<file path="src/sv/patbl_pkg.sv">
// Shared types, codes and constants for the per-address token bucket limiter.
// No dependencies; every other file imports this package.
package patbl_pkg;

   localparam int unsigned DEFAULT_ENTRIES = 256;

   // request and response codes
   localparam logic [1:0] OP_ACQUIRE = 2'd0;
   localparam logic [1:0] OP_ALLOW   = 2'd1;
   localparam logic [1:0] OP_RELEASE = 2'd2;

   localparam logic [1:0] RSP_GRANTED   = 2'd0;
   localparam logic [1:0] RSP_NO_TOKENS = 2'd1;
   localparam logic [1:0] RSP_UNTRACKED = 2'd2;
   localparam logic [1:0] RSP_FULL      = 2'd3;

   // configuration register indexes
   localparam logic CSR_BURST_SIZE        = 1'b0;
   localparam logic CSR_TOKENS_PER_SECOND = 1'b1;

   localparam int unsigned TOKEN_W   = 16;
   localparam int unsigned TIME_W    = 48;
   localparam int unsigned LIVE_W    = 16;
   localparam int unsigned RATE_W    = 20;
   localparam int unsigned CSR_W     = 20;

   localparam logic [TOKEN_W-1:0] BURST_RESET = 16'd64;
   localparam logic [RATE_W-1:0]  RATE_RESET  = 20'd10;

   // refill arithmetic: refill = min(elapsed * rate / 1000, 2^17)
   localparam int unsigned MS_PER_SEC  = 1000;
   localparam int unsigned REFILL_W    = 18;
   localparam int unsigned QUO_W       = 17;
   localparam int unsigned ELAPSED_W   = 27;
   localparam int unsigned PROD_W      = ELAPSED_W + RATE_W;
   localparam int unsigned RECIP_SHIFT = 37;
   localparam int unsigned RECIP_W     = 28;
   localparam int unsigned RECIP_PROD_W = ELAPSED_W + RECIP_W;
   localparam longint unsigned REFILL_CAP_VAL = 64'd1 << QUO_W;
   localparam longint unsigned SAT_PRODUCT_VAL = REFILL_CAP_VAL * MS_PER_SEC;
   localparam longint unsigned RECIP_VAL =
      ((64'd1 << RECIP_SHIFT) + MS_PER_SEC - 1) / MS_PER_SEC;
   localparam logic [REFILL_W-1:0] REFILL_CAP  = REFILL_W'(REFILL_CAP_VAL);
   localparam logic [PROD_W-1:0]   SAT_PRODUCT = PROD_W'(SAT_PRODUCT_VAL);
   localparam logic [RECIP_W-1:0]  RECIP       = RECIP_W'(RECIP_VAL);

   typedef struct packed {
      logic [1:0]        req_type;
      logic [63:0]       ip_high;
      logic [63:0]       ip_low;
      logic [TIME_W-1:0] now_ms;
   } req_payload_type;

   typedef struct packed {
      logic [1:0]         status;
      logic [TOKEN_W-1:0] tokens_left;
   } rsp_payload_type;

   typedef struct packed {
      logic [TOKEN_W-1:0] tokens;
      logic [TIME_W-1:0]  last_ms;
      logic [LIVE_W-1:0]  live;
   } data_rec_type;

   typedef enum logic [1:0] {LK_NONE, LK_UNLINK, LK_PUSH, LK_CLEAR} link_op_type;
   typedef enum logic [2:0] {DW_NONE, DW_NEW, DW_ACQ, DW_REL, DW_ALLOW} data_op_type;
   typedef enum logic [1:0] {RES_NONE, RES_MISS, RES_FULL} res_op_type;

   typedef enum logic [3:0] {
      S_IDLE, S_SCAN, S_HIT, S_MISS, S_WALK_RD, S_WALK_CK, S_UNLINK,
      S_PUSH_A, S_PUSH_B, S_REFILL_A, S_REFILL_B, S_UPDATE, S_RESP
   } ctrl_state_type;

   typedef struct packed {
      logic        ld_req;
      logic        scan_clr;
      logic        scan_issue;
      logic        cap;
      logic        alloc_free;
      logic        walk_start;
      logic        walk_read;
      logic        walk_step;
      link_op_type link_op;
      data_op_type data_op;
      res_op_type  res_op;
      logic        rsp_load;
   } patbl_cmd_type;

   typedef struct packed {
      logic [1:0] new_op;
      logic [1:0] op;
      logic       hit;
      logic       scan_done;
      logic       is_head;
      logic       table_full;
      logic       walk_none;
      logic       walk_live;
      logic       rsp_free;
   } patbl_status_type;

endpackage

</file>
<file path="src/sv/patbl_ctrl.sv">
// Sequencer for lookup, eviction walk, recency list update and bucket update.
// Depends on patbl_pkg; drives patbl_dpath through command/status structs.
module patbl_ctrl (
   input  logic                        clock,
   input  logic                        reset,
   input  logic                        req_valid,
   output logic                        req_ready,
   input  patbl_pkg::patbl_status_type stat,
   output patbl_pkg::patbl_cmd_type    cmd
);
   import patbl_pkg::*;

   ctrl_state_type state_ff, state_in;
   logic           new_ff, new_in;

   always_ff @(posedge clock) begin
      if (reset) begin
         state_ff <= S_IDLE;
         new_ff   <= 1'b0;
      end else begin
         state_ff <= state_in;
         new_ff   <= new_in;
      end
   end

   always_comb begin
      state_in = state_ff;
      new_in   = new_ff;
      case (state_ff)
         S_IDLE: begin
            new_in = 1'b0;
            if (req_valid) begin
               if (stat.new_op inside {OP_ACQUIRE, OP_ALLOW, OP_RELEASE}) begin
                  state_in = S_SCAN;
               end else begin
                  state_in = S_RESP;
               end
            end
         end
         S_SCAN: begin
            if (stat.hit) begin
               state_in = S_HIT;
            end else if (stat.scan_done) begin
               state_in = S_MISS;
            end
         end
         S_HIT: begin
            case (stat.op)
               OP_ACQUIRE: state_in = stat.is_head ? S_UPDATE : S_UNLINK;
               OP_ALLOW:   state_in = stat.is_head ? S_REFILL_A : S_UNLINK;
               default:    state_in = S_UPDATE;
            endcase
         end
         S_MISS: begin
            if (stat.op == OP_ACQUIRE) begin
               if (!stat.table_full) begin
                  new_in   = 1'b1;
                  state_in = S_PUSH_A;
               end else begin
                  state_in = S_WALK_RD;
               end
            end else begin
               state_in = S_RESP;
            end
         end
         S_WALK_RD: state_in = stat.walk_none ? S_RESP : S_WALK_CK;
         S_WALK_CK: begin
            if (stat.walk_live) begin
               state_in = S_WALK_RD;
            end else begin
               new_in   = 1'b1;
               state_in = S_UNLINK;
            end
         end
         S_UNLINK: state_in = S_PUSH_A;
         S_PUSH_A: state_in = S_PUSH_B;
         S_PUSH_B: begin
            if (new_ff) begin
               state_in = S_RESP;
            end else if (stat.op == OP_ALLOW) begin
               state_in = S_REFILL_A;
            end else begin
               state_in = S_UPDATE;
            end
         end
         S_REFILL_A: state_in = S_REFILL_B;
         S_REFILL_B: state_in = S_UPDATE;
         S_UPDATE:   state_in = S_RESP;
         S_RESP: begin
            if (stat.rsp_free) begin
               state_in = S_IDLE;
            end
         end
         default: state_in = S_IDLE;
      endcase
   end

   always_comb begin
      cmd       = '0;
      req_ready = 1'b0;
      case (state_ff)
         S_IDLE: begin
            req_ready    = 1'b1;
            cmd.ld_req   = req_valid;
            cmd.scan_clr = 1'b1;
            cmd.res_op   = req_valid ? RES_MISS : RES_NONE;
         end
         S_SCAN: begin
            cmd.cap        = stat.hit;
            cmd.scan_issue = !stat.hit && !stat.scan_done;
         end
         S_MISS: begin
            cmd.alloc_free = (stat.op == OP_ACQUIRE) && !stat.table_full;
            cmd.walk_start = (stat.op == OP_ACQUIRE) && stat.table_full;
         end
         S_WALK_RD: begin
            cmd.walk_read = !stat.walk_none;
            cmd.res_op    = stat.walk_none ? RES_FULL : RES_NONE;
         end
         S_WALK_CK: begin
            cmd.walk_step = stat.walk_live;
            cmd.cap       = !stat.walk_live;
         end
         S_UNLINK: cmd.link_op = LK_UNLINK;
         S_PUSH_A: cmd.link_op = LK_PUSH;
         S_PUSH_B: begin
            cmd.link_op = LK_CLEAR;
            cmd.data_op = new_ff ? DW_NEW : DW_NONE;
         end
         S_UPDATE: begin
            case (stat.op)
               OP_ACQUIRE: cmd.data_op = DW_ACQ;
               OP_ALLOW:   cmd.data_op = DW_ALLOW;
               default:    cmd.data_op = DW_REL;
            endcase
         end
         S_RESP: cmd.rsp_load = stat.rsp_free;
         default: cmd = '0;
      endcase
   end

endmodule

</file>
<file path="config.mk">
export PLATFORM = sky130hd
export DESIGN_NAME = patbl_ctrl
export DESIGN_NICKNAME = d
export VERILOG_FILES = /design/src/sv/patbl_pkg.sv /design/src/sv/patbl_ctrl.sv
export SDC_FILE = /design/constraint.sdc
export NUM_CORES = 1
export LEC_CHECK = 0
export BUFFER_PORTS_ARGS = -buffer_cell sky130_fd_sc_hd__buf_2
export CAP_MARGIN = 20
export CORE_AREA = 2 2 41 43
export CTS_BUF_LIST = sky130_fd_sc_hd__clkbuf_8
export CTS_CLUSTER_DIAMETER = 40
export DETAILED_ROUTE_END_ITERATION = 8
export DIE_AREA = 0 0 43 45
export PLACE_DENSITY = 0.78
export RECOVER_POWER = 100
export REMOVE_ABC_BUFFERS = 1
export SLEW_MARGIN = 30
export SYNTH_ARGS = -nofsm -noshare
export SYNTH_HDL_FRONTEND = slang
export SYNTH_SLANG_ARGS = --single-unit
export TNS_END_PERCENT = 30
</file>
<file path="constraint.sdc">
create_clock -name clock -period 1.55 [get_ports clock]
set_input_delay 0.2325 -clock clock [delete_from_list [all_inputs] [get_ports clock]]
set_output_delay 0.2325 -clock clock [all_outputs]
set_load 0.1 [all_outputs]
</file>
==> results.py, run 1 <==
metrics = {
    "cells_and_area": {
        "nets": 157,
        "num_antenna_cells": 0,
        "fillerInstances": 27,
        "fin_util": 0.9694,
        "drive_gt1_frac": 0.5915,
        "postLayoutCellArea_mm2": 0.001426,
        "area_growth_pct": 115.9,
        "finalNonFillerCells": 158,
    },
    "die": {
        "die_h_um": 45,
        "dieArea_mm2": 0.001935,
        "core_area_mm2": 0.001471,
        "rows": 14,
        "dieWidth_um": 43,
        "start_util": 0.4490,
        "io_pins": 31,
    },
    "sta": {
        "worst_slack_ps": -276.8,
        "slew_headroom": 0.6806,
        "hold_ws_ps": 326.2,
        "max_freq_mhz": 547.4,
        "finClkSkew_ps": 1.317,
        "rsz0062_at_grt": "yes",
        "tns_ps": -1690,
        "min_period_ps": 1827,
        "period_share": 1.179,
        "drv_slew": 0,
        "setup_viol": 20,
        "tightest_slew_ps": 474.8,
        "hold_viol_final": 0,
    },
    "worst_setup_path": {
        "cp-end-kind": "output pin",
        "arrival_ps": 1590,
        "crit_required_ps": 1320,
        "crit_type": "flop to output pin",
        "worst-path-max-fanout": 5,
        "reg2reg_from": "state_ff[2]",
        "startpoint": "state_ff[2]",
        "startpoint_type": "flop",
    },
    "global_route": {
        "grt_pass1_vias": 1013,
        "grt_start_max_net_pins": 16,
        "grt_pass1_wl_um": 4871,
        "grt-ovfl-total": 0,
        "grt_use_total": 0.3449,
        "antenna_found_initial": 0,
    },
    "placement": {
        "numPlacedInstances": 152,
        "placed_area_mm2": 0.001149,
        "dp_hpwl_um": 2019,
        "portBuffers": 30,
        "gp_congestion": 0.9089,
    },
    "min_path": {
        "hp-start": "reset",
        "hold_class": "primary input to flop",
    },
    "clock_tree": {
        "clkTransAtPathRegs_ps": 40,
        "clock_latency_ps": 230,
        "cts_hold_buf": 0,
        "cts_root_buf": "clkbuf_8",
        "tritoncts": "yes",
        "clkSinkCount": 5,
        "h-tree-depth": 1,
        "clockBufferDepth": 2,
        "cts_made_buffers": 3,
    },
    "yosys": {
        "syn_avg_cell_area_um2": 6.606,
        "syn_inst": 100,
        "synthesis.area_um2": 660.6,
        "yosysSeqAreaShare": 0.1515,
        "ys_warn_count": 0,
        "ys_seq_elements": 5,
        "yosysUniqueCellTypes": 39,
    },
    "pwr": {
        "ir_drop_uv": 1721,
        "leakage_uw": 0.0005758,
        "power.density_mw_per_mm2": 2409,
    },
    "detailed_routing": {
        "drt_iter0_markers": 82,
        "viasPerCell": 7.038,
        "postRouteAntennaNets": 0,
        "wire_per_inst_um": 24.28,
        "drc": 0,
        "first_pass_iters": 4,
        "drt-total-wl_um": 3836,
        "vias": 1112,
    },
    "status": {
        "failed_checks": "setup timing",
        "status": "finished, violations left",
    },
    "job": {
        "maxCapViolCount": 0,
    },
}
worst max-delay path, stage by stage, from the launching register on:
cell	delay, ps
dfxtp_2	350
or2_4	250
or4_4	500
inv_2	90
buf_12	170
power breakdown:
part	leakage [µW]	total, µW	internal [µW]	switching [µW]
registers	0.0000431	288	188	100
logic	0.000506	2900	1100	1800
clock network	0.0000269	253	171	81.6
total	0.000576	3440	1460	1980
repair_timing:
| action | CTS | global route |
|---|---|---|
| setup buffers | 0 | 2 |
| pin swaps | 4 | 3 |
| endpoints found under the hold margin | 0 | 0 |
| resized for setup | 35 | 16 |
| gates cloned | 0 | 0 |
| setup endpoints to repair | 19 | 20 |
flip-flops by register name, summed over array words and instances, names as in the netlist:
register / count
state_ff: 4
new_ff: 1
worst paths after layout:
kind / end / slack (ps) / cells after the start
max: cmd[13] / -280 / 4
min: new_ff / 330 / 2
max reg2reg: state_ff[0] / -130 / 6
min reg2reg: new_ff / 750 / 2
metal layers:
metal  global-route usage  share of wire  wire (µm)
met4               0.1939          0.045        174
met2               0.6303           0.51       1958
met5                    0              0          0
met1               0.3670           0.35       1351
met3              0.08000          0.092        351
kinds of logic after synthesis:
| family | synth area share |
|---|---|
| flops | 0.1515 |
| xor+xnor | 0.01326 |
| buf+inv | 0.1212 |
| compound gates | 0.2481 |
| simple gates | 0.4508 |
| mux | 0.01515 |
metrics by stage:
step / power (µW) / setup slack [ps]
floorplan: 747.7 / -5901
detailed placement: 2612 / -61.61
CTS: 3095 / -224.1
global route: 3489 / -281.1
global placement: 2547 / 11.89
finish: 3437 / -276.8
layout by cell type (no fill, tap or decap), types with 2 or more instances in the layout:
| cell | n |
|---|---|
| nor2b_4 | 2 |
| nand2_1 | 5 |
| nand2b_1 | 3 |
| o21bai_1 | 2 |
| buf_2 | 13 |
| or2_4 | 2 |
| clkbuf_8 | 3 |
| inv_2 | 2 |
| dfxtp_2 | 2 |
| a31oi_1 | 2 |
| nor4_1 | 2 |
| buf_12 | 17 |
| nand2b_4 | 2 |
| nor3_4 | 7 |
| dfxtp_4 | 2 |
| buf_4 | 15 |
| a21boi_0 | 2 |
| buf_6 | 2 |
| nor3_1 | 4 |
| nor4b_1 | 2 |
| inv_1 | 5 |
| o22ai_1 | 2 |
| o21ai_0 | 3 |
| nor2_1 | 6 |
| a21oi_1 | 4 |
Yosys cell counts, drive strengths merged:
master / count / area share
o21bai: 2 / 0.023
nand3b: 1 / 0.011
or2: 2 / 0.019
nor4: 4 / 0.038
a211oi: 1 / 0.011
a21oi: 6 / 0.045
o22ai: 3 / 0.028
clkbuf: 1 / 0.0057
nand2b: 5 / 0.047
a31oi: 2 / 0.019
nand3: 2 / 0.015
o221ai: 1 / 0.013
nor2: 7 / 0.040
o21a: 1 / 0.011
or3b: 1 / 0.013
nor4b: 2 / 0.027
or4: 1 / 0.017
xnor2: 1 / 0.013
o31ai: 1 / 0.011
a21boi: 2 / 0.023
nor3: 12 / 0.098
a31o: 1 / 0.013
nand4b: 1 / 0.013
and3: 1 / 0.0095
mux2i: 1 / 0.015
buf: 9 / 0.081
nand2: 7 / 0.040
a221oi: 2 / 0.027
inv: 6 / 0.034
or3: 1 / 0.0095
nor4bb: 1 / 0.015
dfxtp: 5 / 0.15
nor2b: 3 / 0.028
o21ai: 3 / 0.023
nand4: 1 / 0.0095
final cells by class:
cell class | instances | area [µm²] | share of cell area
Multi-Input combinational cell | 79 | 673.1 | 0.4719
Timing Repair Buffer | 48 | 555.5 | 0.3895
Clock buffer | 3 | 41.29 | 0.02895
Clock inverter | 1 | 3.754 | 0.002632
Tap cell | 16 | 20.02 | 0.01404
Inverter | 6 | 22.52 | 0.01579
Sequential cell | 5 | 110.1 | 0.07719
Note: power is estimated with default switching activity, not from simulation.
==> run 2: changes to the inputs <==
--- a/config.mk
+++ b/config.mk
@@ -15,6 +15,7 @@
 export PLACE_DENSITY = 0.78
 export RECOVER_POWER = 100
 export REMOVE_ABC_BUFFERS = 1
+export SKIP_LAST_GASP = 1
 export SLEW_MARGIN = 30
 export SYNTH_ARGS = -nofsm -noshare
 export SYNTH_HDL_FRONTEND = slang
==> run 2 against run 1 <==
Net effect: the flow still finishes with violations (setup timing); core utilization fell by 9.7 points; clock-buffer cell count stayed put; design area is 10% lower; clock power down 3%; wire length down 26%; fmax grew 1.8%; register-to-register slack better by 130 ps; hold slack got worse by 76 ps; critical path type unchanged.
==> results.py, run 2 (synthesis results as in run 1) <==
metrics = {
    "status": {
        "status": "finished, violations left",
        "failed_checks": "setup timing",
    },
    "detailed_routing": {
        "wire_per_inst_um": 18.30,
        "first_pass_iters": 5,
        "postRouteAntennaNets": 0,
        "drt-total-wl_um": 2855,
        "drc": 0,
        "drt_iter0_markers": 28,
        "viasPerCell": 6.372,
        "vias": 994,
    },
    "sta": {
        "hold_viol_final": 0,
        "worst_slack_ps": -245.1,
        "slew_headroom": 0.6658,
        "min_period_ps": 1795,
        "hold_ws_ps": 250.2,
        "drv_slew": 0,
        "setup_viol": 16,
        "finClkSkew_ps": 0.5871,
        "max_freq_mhz": 557.1,
        "rsz0062_at_grt": "yes",
        "tightest_slew_ps": 496.7,
        "period_share": 1.158,
    },
    "worst_setup_path": {
        "worst-r2r-setup-slack_ps": 0,
        "worst-path-max-fanout": 4,
        "worst_r2r_path_depth": 5,
        "startpoint_type": "flop",
        "reg2reg_from": "state_ff[2]",
        "startpoint": "state_ff[3]",
        "crit_type": "flop to output pin",
        "arrival_ps": 1560,
        "timing.rr.end": "state_ff[3]",
        "crit_required_ps": 1320,
        "cp-end-kind": "output pin",
    },
    "clock_tree": {
        "cts_hold_buf": 0,
        "clockBufferDepth": 2,
        "clkSinkCount": 5,
        "tritoncts": "yes",
        "clock_latency_ps": 230,
        "h-tree-depth": 1,
        "clkTransAtPathRegs_ps": 40,
        "cts_made_buffers": 3,
        "cts_root_buf": "clkbuf_8",
    },
    "die": {
        "core_area_mm2": 0.001471,
        "start_util": 0.4490,
        "rows": 14,
        "dieArea_mm2": 0.001935,
        "io_pins": 31,
        "die_h_um": 45,
        "dieWidth_um": 43,
    },
    "pwr": {
        "leakage_uw": 0.0005249,
        "power_uw": 3115,
        "power.density_mw_per_mm2": 2427,
        "ir_drop_uv": 1874,
    },
    "cells_and_area": {
        "final_common_cell": "buf_12",
        "nets": 155,
        "num_antenna_cells": 0,
        "drive_gt1_frac": 0.4929,
        "top_register": "state_ff",
        "fin_util": 0.8724,
        "finalNonFillerCells": 156,
        "largest_register_ffs": 4,
        "reg_top3": "state_ff (4), new_ff (1)",
        "mostFrequentLayoutCells": "buf_12, buf_4, buf_2, nor3_1",
        "area_growth_pct": 94.32,
    },
    "min_path": {
        "hold_path_end": "new_ff",
        "hold_class": "primary input to flop",
        "hp-start": "reset",
        "whs_path_depth": 2,
    },
    "global_route": {
        "grt_pass1_wl_um": 4395,
        "grt-ovfl-total": 0,
        "grt_use_total": 0.3094,
        "grt_pass1_vias": 961,
        "antenna_found_initial": 0,
        "grt_start_max_net_pins": 16,
    },
    "placement": {
        "portBuffers": 30,
        "gp_congestion": 0.9089,
        "dp_hpwl_um": 2019,
        "numPlacedInstances": 152,
    },
    "job": {
        "maxCapViolCount": 0,
    },
}
run 2: final cells by class:
type,instances,area [µm²]
Multi-Input combinational cell,79,561.8
Clock buffer,3,41.29
Timing Repair Buffer,46,529.3
Inverter,6,22.52
Clock inverter,1,3.754
Tap cell,16,20.02
Sequential cell,5,105.1
Fill cell,75,187.7
run 2: worst max path at each step:
stage                   to  slack [ps]  depth (start not counted)
2_1_floorplan  state_ff[2]       -5900                          3
3_3_place_gp        cmd[6]          10                          3
3_5_place_dp        cmd[3]         -60                          5
4_1_cts            cmd[13]        -220                          4
5_1_grt             cmd[3]        -280                          5
6_report           cmd[13]        -250                          4
run 2: where the power goes:
| group | leakage (µW) | internal [µW] | switching (µW) |
|---|---|---|---|
| registers | 0.0000425 | 181 | 82.7 |
| logic | 0.000456 | 986 | 1620 |
| clock network | 0.0000269 | 171 | 75.7 |
run 2: what timing repair did:
item	4_1_cts	5_1_grt
setup endpoints to repair	19	20
buffers inserted	0	0
resized for setup	14	9
run 2: critical path, cell delays in order (launching register included):
cell     delay, ps
dfxtp_2        330
or2_4          260
or4_4          500
inv_2           80
buf_12         170
run 2: stage by stage:
| step | setup TNS, ps | setup slack, ps | instance area, µm² |
|---|---|---|---|
| after floorplan | -51300 | -5901 | 603.1 |
| after global placement | 0 | 11.89 | 1149 |
| after detailed placement | -122.9 | -61.61 | 1149 |
| after CTS | -2424 | -224.2 | 1241 |
| after global routing | -2872 | -280.6 | 1284 |
| final | -2120 | -245.1 | 1284 |
run 2: metal layers:
layer	part of all wire	up-vias	GRT usage	wire length, µm
met5	0	-	0	0
met4	0.064	0	0.2121	182
met3	0.091	20	0.05600	259
met2	0.52	83	0.5818	1483
met1	0.33	443	0.3103	929
li1	-	448	-	-
==> run 3: changes to the inputs <==
--- a/config.mk
+++ b/config.mk
@@ -5,7 +5,7 @@
 export SDC_FILE = /design/constraint.sdc
 export NUM_CORES = 1
 export LEC_CHECK = 0
-export BUFFER_PORTS_ARGS = -buffer_cell sky130_fd_sc_hd__buf_2
+export BUFFER_PORTS_ARGS = -buffer_cell sky130_fd_sc_hd__clkbuf_2
 export CAP_MARGIN = 20
 export CORE_AREA = 2 2 41 43
 export CTS_BUF_LIST = sky130_fd_sc_hd__clkbuf_8
@@ -14,7 +14,6 @@
 export DIE_AREA = 0 0 43 45
 export PLACE_DENSITY = 0.78
 export RECOVER_POWER = 100
-export REMOVE_ABC_BUFFERS = 1
 export SKIP_LAST_GASP = 1
 export SLEW_MARGIN = 30
 export SYNTH_ARGS = -nofsm -noshare
==> run 3 against run 2 <==
Net effect: the flow now stops in clock tree synthesis; synthesized cell count stayed put; area after synthesis stayed put.
==> results.py, run 3 <==
metrics = {
    "status": {
        "status": "aborted with a tool error",
        "stop_stage": "clock tree synthesis",
        "tool.error": "[ERROR DPL-0033] detailed placement checks failed during check placement.",
    },
    "placement": {
        "numPlacedInstances": 153,
        "portBuffers": 30,
        "gp_congestion": 0.9577,
        "dp_hpwl_um": 1994,
        "placed_area_mm2": 0.001306,
    },
    "yosys": {
        "netlist.area_leader.share": 0.1515,
        "yosysUniqueCellTypes": 39,
        "synth_common_cells": "nor3_1, buf_2, nand2_1, nor2_1",
        "syn_avg_cell_area_um2": 6.606,
        "syn_nets": 114,
        "async_reset_ff_frac": 0,
        "synth_edf_count": 0,
        "synth_top_area_cell": "dfxtp_1",
        "synth_most_common_cell": "nor3_1",
        "netlist_top_cells_area": "dfxtp_1, nor3_1, buf_2, nand2b_1, a21oi_1",
        "synthesis.area_um2": 660.6,
        "synth_ff_type": "dfxtp_1",
        "ys_warn_count": 0,
        "syn_inst": 100,
        "yosysSeqAreaShare": 0.1515,
        "ys_seq_elements": 5,
    },
    "die": {
        "io_pins": 31,
        "start_util": 0.4490,
        "dieWidth_um": 43,
        "rows": 14,
        "die_h_um": 45,
    },
    "clock_tree": {
        "h-tree-depth": 1,
        "cts_made_buffers": 3,
        "cts_root_buf": "clkbuf_8",
        "cts_hold_buf": 0,
        "clkSinkCount": 5,
        "post_cts_buffers": 2,
        "clockBufferDepth": 2,
        "cts_resized": 24,
    },
}
run 3: cell counts after synthesis:
No cell type changed its count.
run 3: cells by family after synthesis:
group,Yosys count,share of synthesized area
flops,5,0.1515
compound gates,25,0.2481
buf+inv,16,0.1212
simple gates,52,0.4508
xor+xnor,1,0.01326
mux,1,0.01515
run 3: per-stage QoR:
stage	hold WS, ps	setup slack [ps]
2_1_floorplan	311.8	-640.8
3_3_place_gp	484.5	17.64
3_5_place_dp	484.3	-10.14
==> run 4: changes to the inputs <==
--- a/config.mk
+++ b/config.mk
@@ -7,12 +7,10 @@
 export LEC_CHECK = 0
 export BUFFER_PORTS_ARGS = -buffer_cell sky130_fd_sc_hd__clkbuf_2
 export CAP_MARGIN = 20
-export CORE_AREA = 2 2 41 43
-export CTS_BUF_LIST = sky130_fd_sc_hd__clkbuf_8
-export CTS_CLUSTER_DIAMETER = 40
+export CORE_AREA = 2 2 63 65
 export DETAILED_ROUTE_END_ITERATION = 8
-export DIE_AREA = 0 0 43 45
-export PLACE_DENSITY = 0.78
+export DIE_AREA = 0 0 65 67
+export PLACE_DENSITY_LB_ADDON = 0.15
 export RECOVER_POWER = 100
 export SKIP_LAST_GASP = 1
 export SLEW_MARGIN = 30
==> run 4 against run 3 <==
Net effect: the flow now finishes, with violations (setup timing).
==> results.py, run 4 (synthesis results as in run 1) <==
metrics = {
    "status": {
        "status": "finished, violations left",
        "failed_checks": "setup timing",
    },
    "cells_and_area": {
        "nets": 160,
        "fin_util": 0.4049,
        "fillerInstances": 368,
        "num_antenna_cells": 0,
        "top_register": "state_ff",
        "largest_register_ffs": 4,
        "drive_gt1_frac": 0.5448,
        "reg_top3": "state_ff (4), new_ff (1)",
        "final_common_cell": "buf_12",
        "mostFrequentLayoutCells": "buf_12, buf_4, clkbuf_2, nor3_4",
        "area_growth_pct": 121.0,
    },
    "sta": {
        "drv_slew": 0,
        "period_share": 1.141,
        "tightest_slew_ps": 356.9,
        "finClkSkew_ps": 1.917,
        "setup_viol": 16,
        "rsz0062_at_grt": "yes",
        "hold_viol_final": 0,
        "tns_ps": -1023,
        "worst_slack_ps": -219.0,
        "slew_headroom": 0.7599,
        "hold_ws_ps": 285.1,
        "max_freq_mhz": 565.3,
        "min_period_ps": 1769,
    },
    "pwr": {
        "p_sw_frac": 0.5584,
        "power.internal_uw": 1457,
        "p_clk_frac": 0.078,
        "pwr-share-seq": 0.083,
        "power.density_mw_per_mm2": 2260,
        "ir_drop_uv": 652.4,
        "combPwrFrac": 0.840,
        "power_uw": 3300,
        "leakage_uw": 0.0005791,
        "switching_power_uw": 1843,
    },
    "global_route": {
        "grt_pass1_vias": 899,
        "grt_start_max_net_pins": 15,
        "grt_pass1_wl_um": 4581,
        "grt_use_total": 0.1381,
        "grt-ovfl-total": 0,
        "antenna_found_initial": 0,
    },
    "detailed_routing": {
        "viasPerCell": 4.772,
        "first_pass_iters": 4,
        "postRouteAntennaNets": 0,
        "wire_per_inst_um": 13.62,
        "drc": 0,
        "drt-total-wl_um": 2629,
        "vias": 921,
        "drt_iter0_markers": 20,
    },
    "clock_tree": {
        "clock_latency_ps": 230,
        "cts_hold_buf": 0,
        "cts_root_buf": "clkbuf_8",
        "tritoncts": "yes",
        "clkSinkCount": 5,
        "clkTransAtPathRegs_ps": 40,
        "cts_made_buffers": 3,
        "h-tree-depth": 1,
        "clockBufferDepth": 2,
    },
    "worst_setup_path": {
        "setup.worst_path.end": "cmd[13]",
        "cp-end-kind": "output pin",
        "startpoint_type": "flop",
        "crit_type": "flop to output pin",
        "reg2reg_from": "state_ff[1]",
        "startpoint": "state_ff[2]",
        "crit_required_ps": 1320,
        "worst_r2r_path_depth": 7,
        "worst-path-max-fanout": 5,
        "timing.rr.end": "state_ff[2]",
        "arrival_ps": 1540,
        "worst-r2r-setup-slack_ps": 20,
    },
    "placement": {
        "dp_hpwl_um": 2019,
        "place_ws_ps": -30.37,
        "gp_congestion": 0.7883,
        "portBuffers": 30,
    },
    "die": {
        "dieWidth_um": 65,
        "rows": 22,
        "start_util": 0.1832,
        "die_h_um": 67,
        "dieArea_mm2": 0.004355,
        "core_area_mm2": 0.003606,
        "io_pins": 31,
    },
    "yosys": {
        "syn_nets": 114,
    },
    "min_path": {
        "hold_class": "primary input to flop",
    },
    "job": {
        "maxCapViolCount": 0,
    },
}
run 4: worst max-delay path, cell delays in order (launching register included):
cell and delay [ps]:
dfxtp_2 330, or2_1 240, or4_4 490, inv_2 80, buf_12 170
run 4: timing repair:
item / CTS / global route
resized for setup: 13 / 6
pin swaps: 4 / 1
buffers inserted: 1 / 1
endpoints found under the setup margin: 18 / 20
run 4: per-layer routing:
layer | wire length [µm] | vias to the layer above | GRT usage
met2 | 1243 | 32 | 0.2126
li1 | - | 456 | -
met3 | 148 | 3 | 0.01520
met4 | 27 | 0 | 0.06383
met5 | 0 | - | 0
met1 | 1210 | 430 | 0.1917
run 4: stage by stage:
| step | instances | area (µm²) |
|---|---|---|
| floorplan | 100 | 808.3 |
| global route | 193 | 1460 |
| global placement | 187 | 1349 |
| CTS | 192 | 1434 |
| detailed placement | 187 | 1349 |
| finish | 193 | 1460 |
run 4: worst min-delay path by stage:
stage	cells after the start	to	from
after global placement	2	new_ff	reset
final	2	new_ff	reset
after global routing	2	new_ff	reset
after floorplan	1	new_ff	reset
after detailed placement	2	new_ff	reset
after CTS	2	new_ff	reset
run 4: power by group through the flow:
| stage | combinational, µW | clock (µW) | sequential [µW] |
|---|---|---|---|
| 3_3_place_gp | 2650 | 0 | 240 |
| 2_1_floorplan | 1830 | 0 | 197 |
| 5_1_grt | 2930 | 265 | 286 |
| 3_5_place_dp | 2660 | 0 | 241 |
| 6_report | 2770 | 256 | 273 |
| 4_1_cts | 2730 | 253 | 267 |
run 4: area by class of cell:
cell class	count	area [µm²]	area share
Tap cell	48	60.06	0.04113
Inverter	6	22.52	0.01542
Multi-Input combinational cell	79	648.1	0.4439
Sequential cell	5	110.1	0.07541
Clock buffer	4	45.04	0.03085
Timing Repair Buffer	51	574.3	0.3933
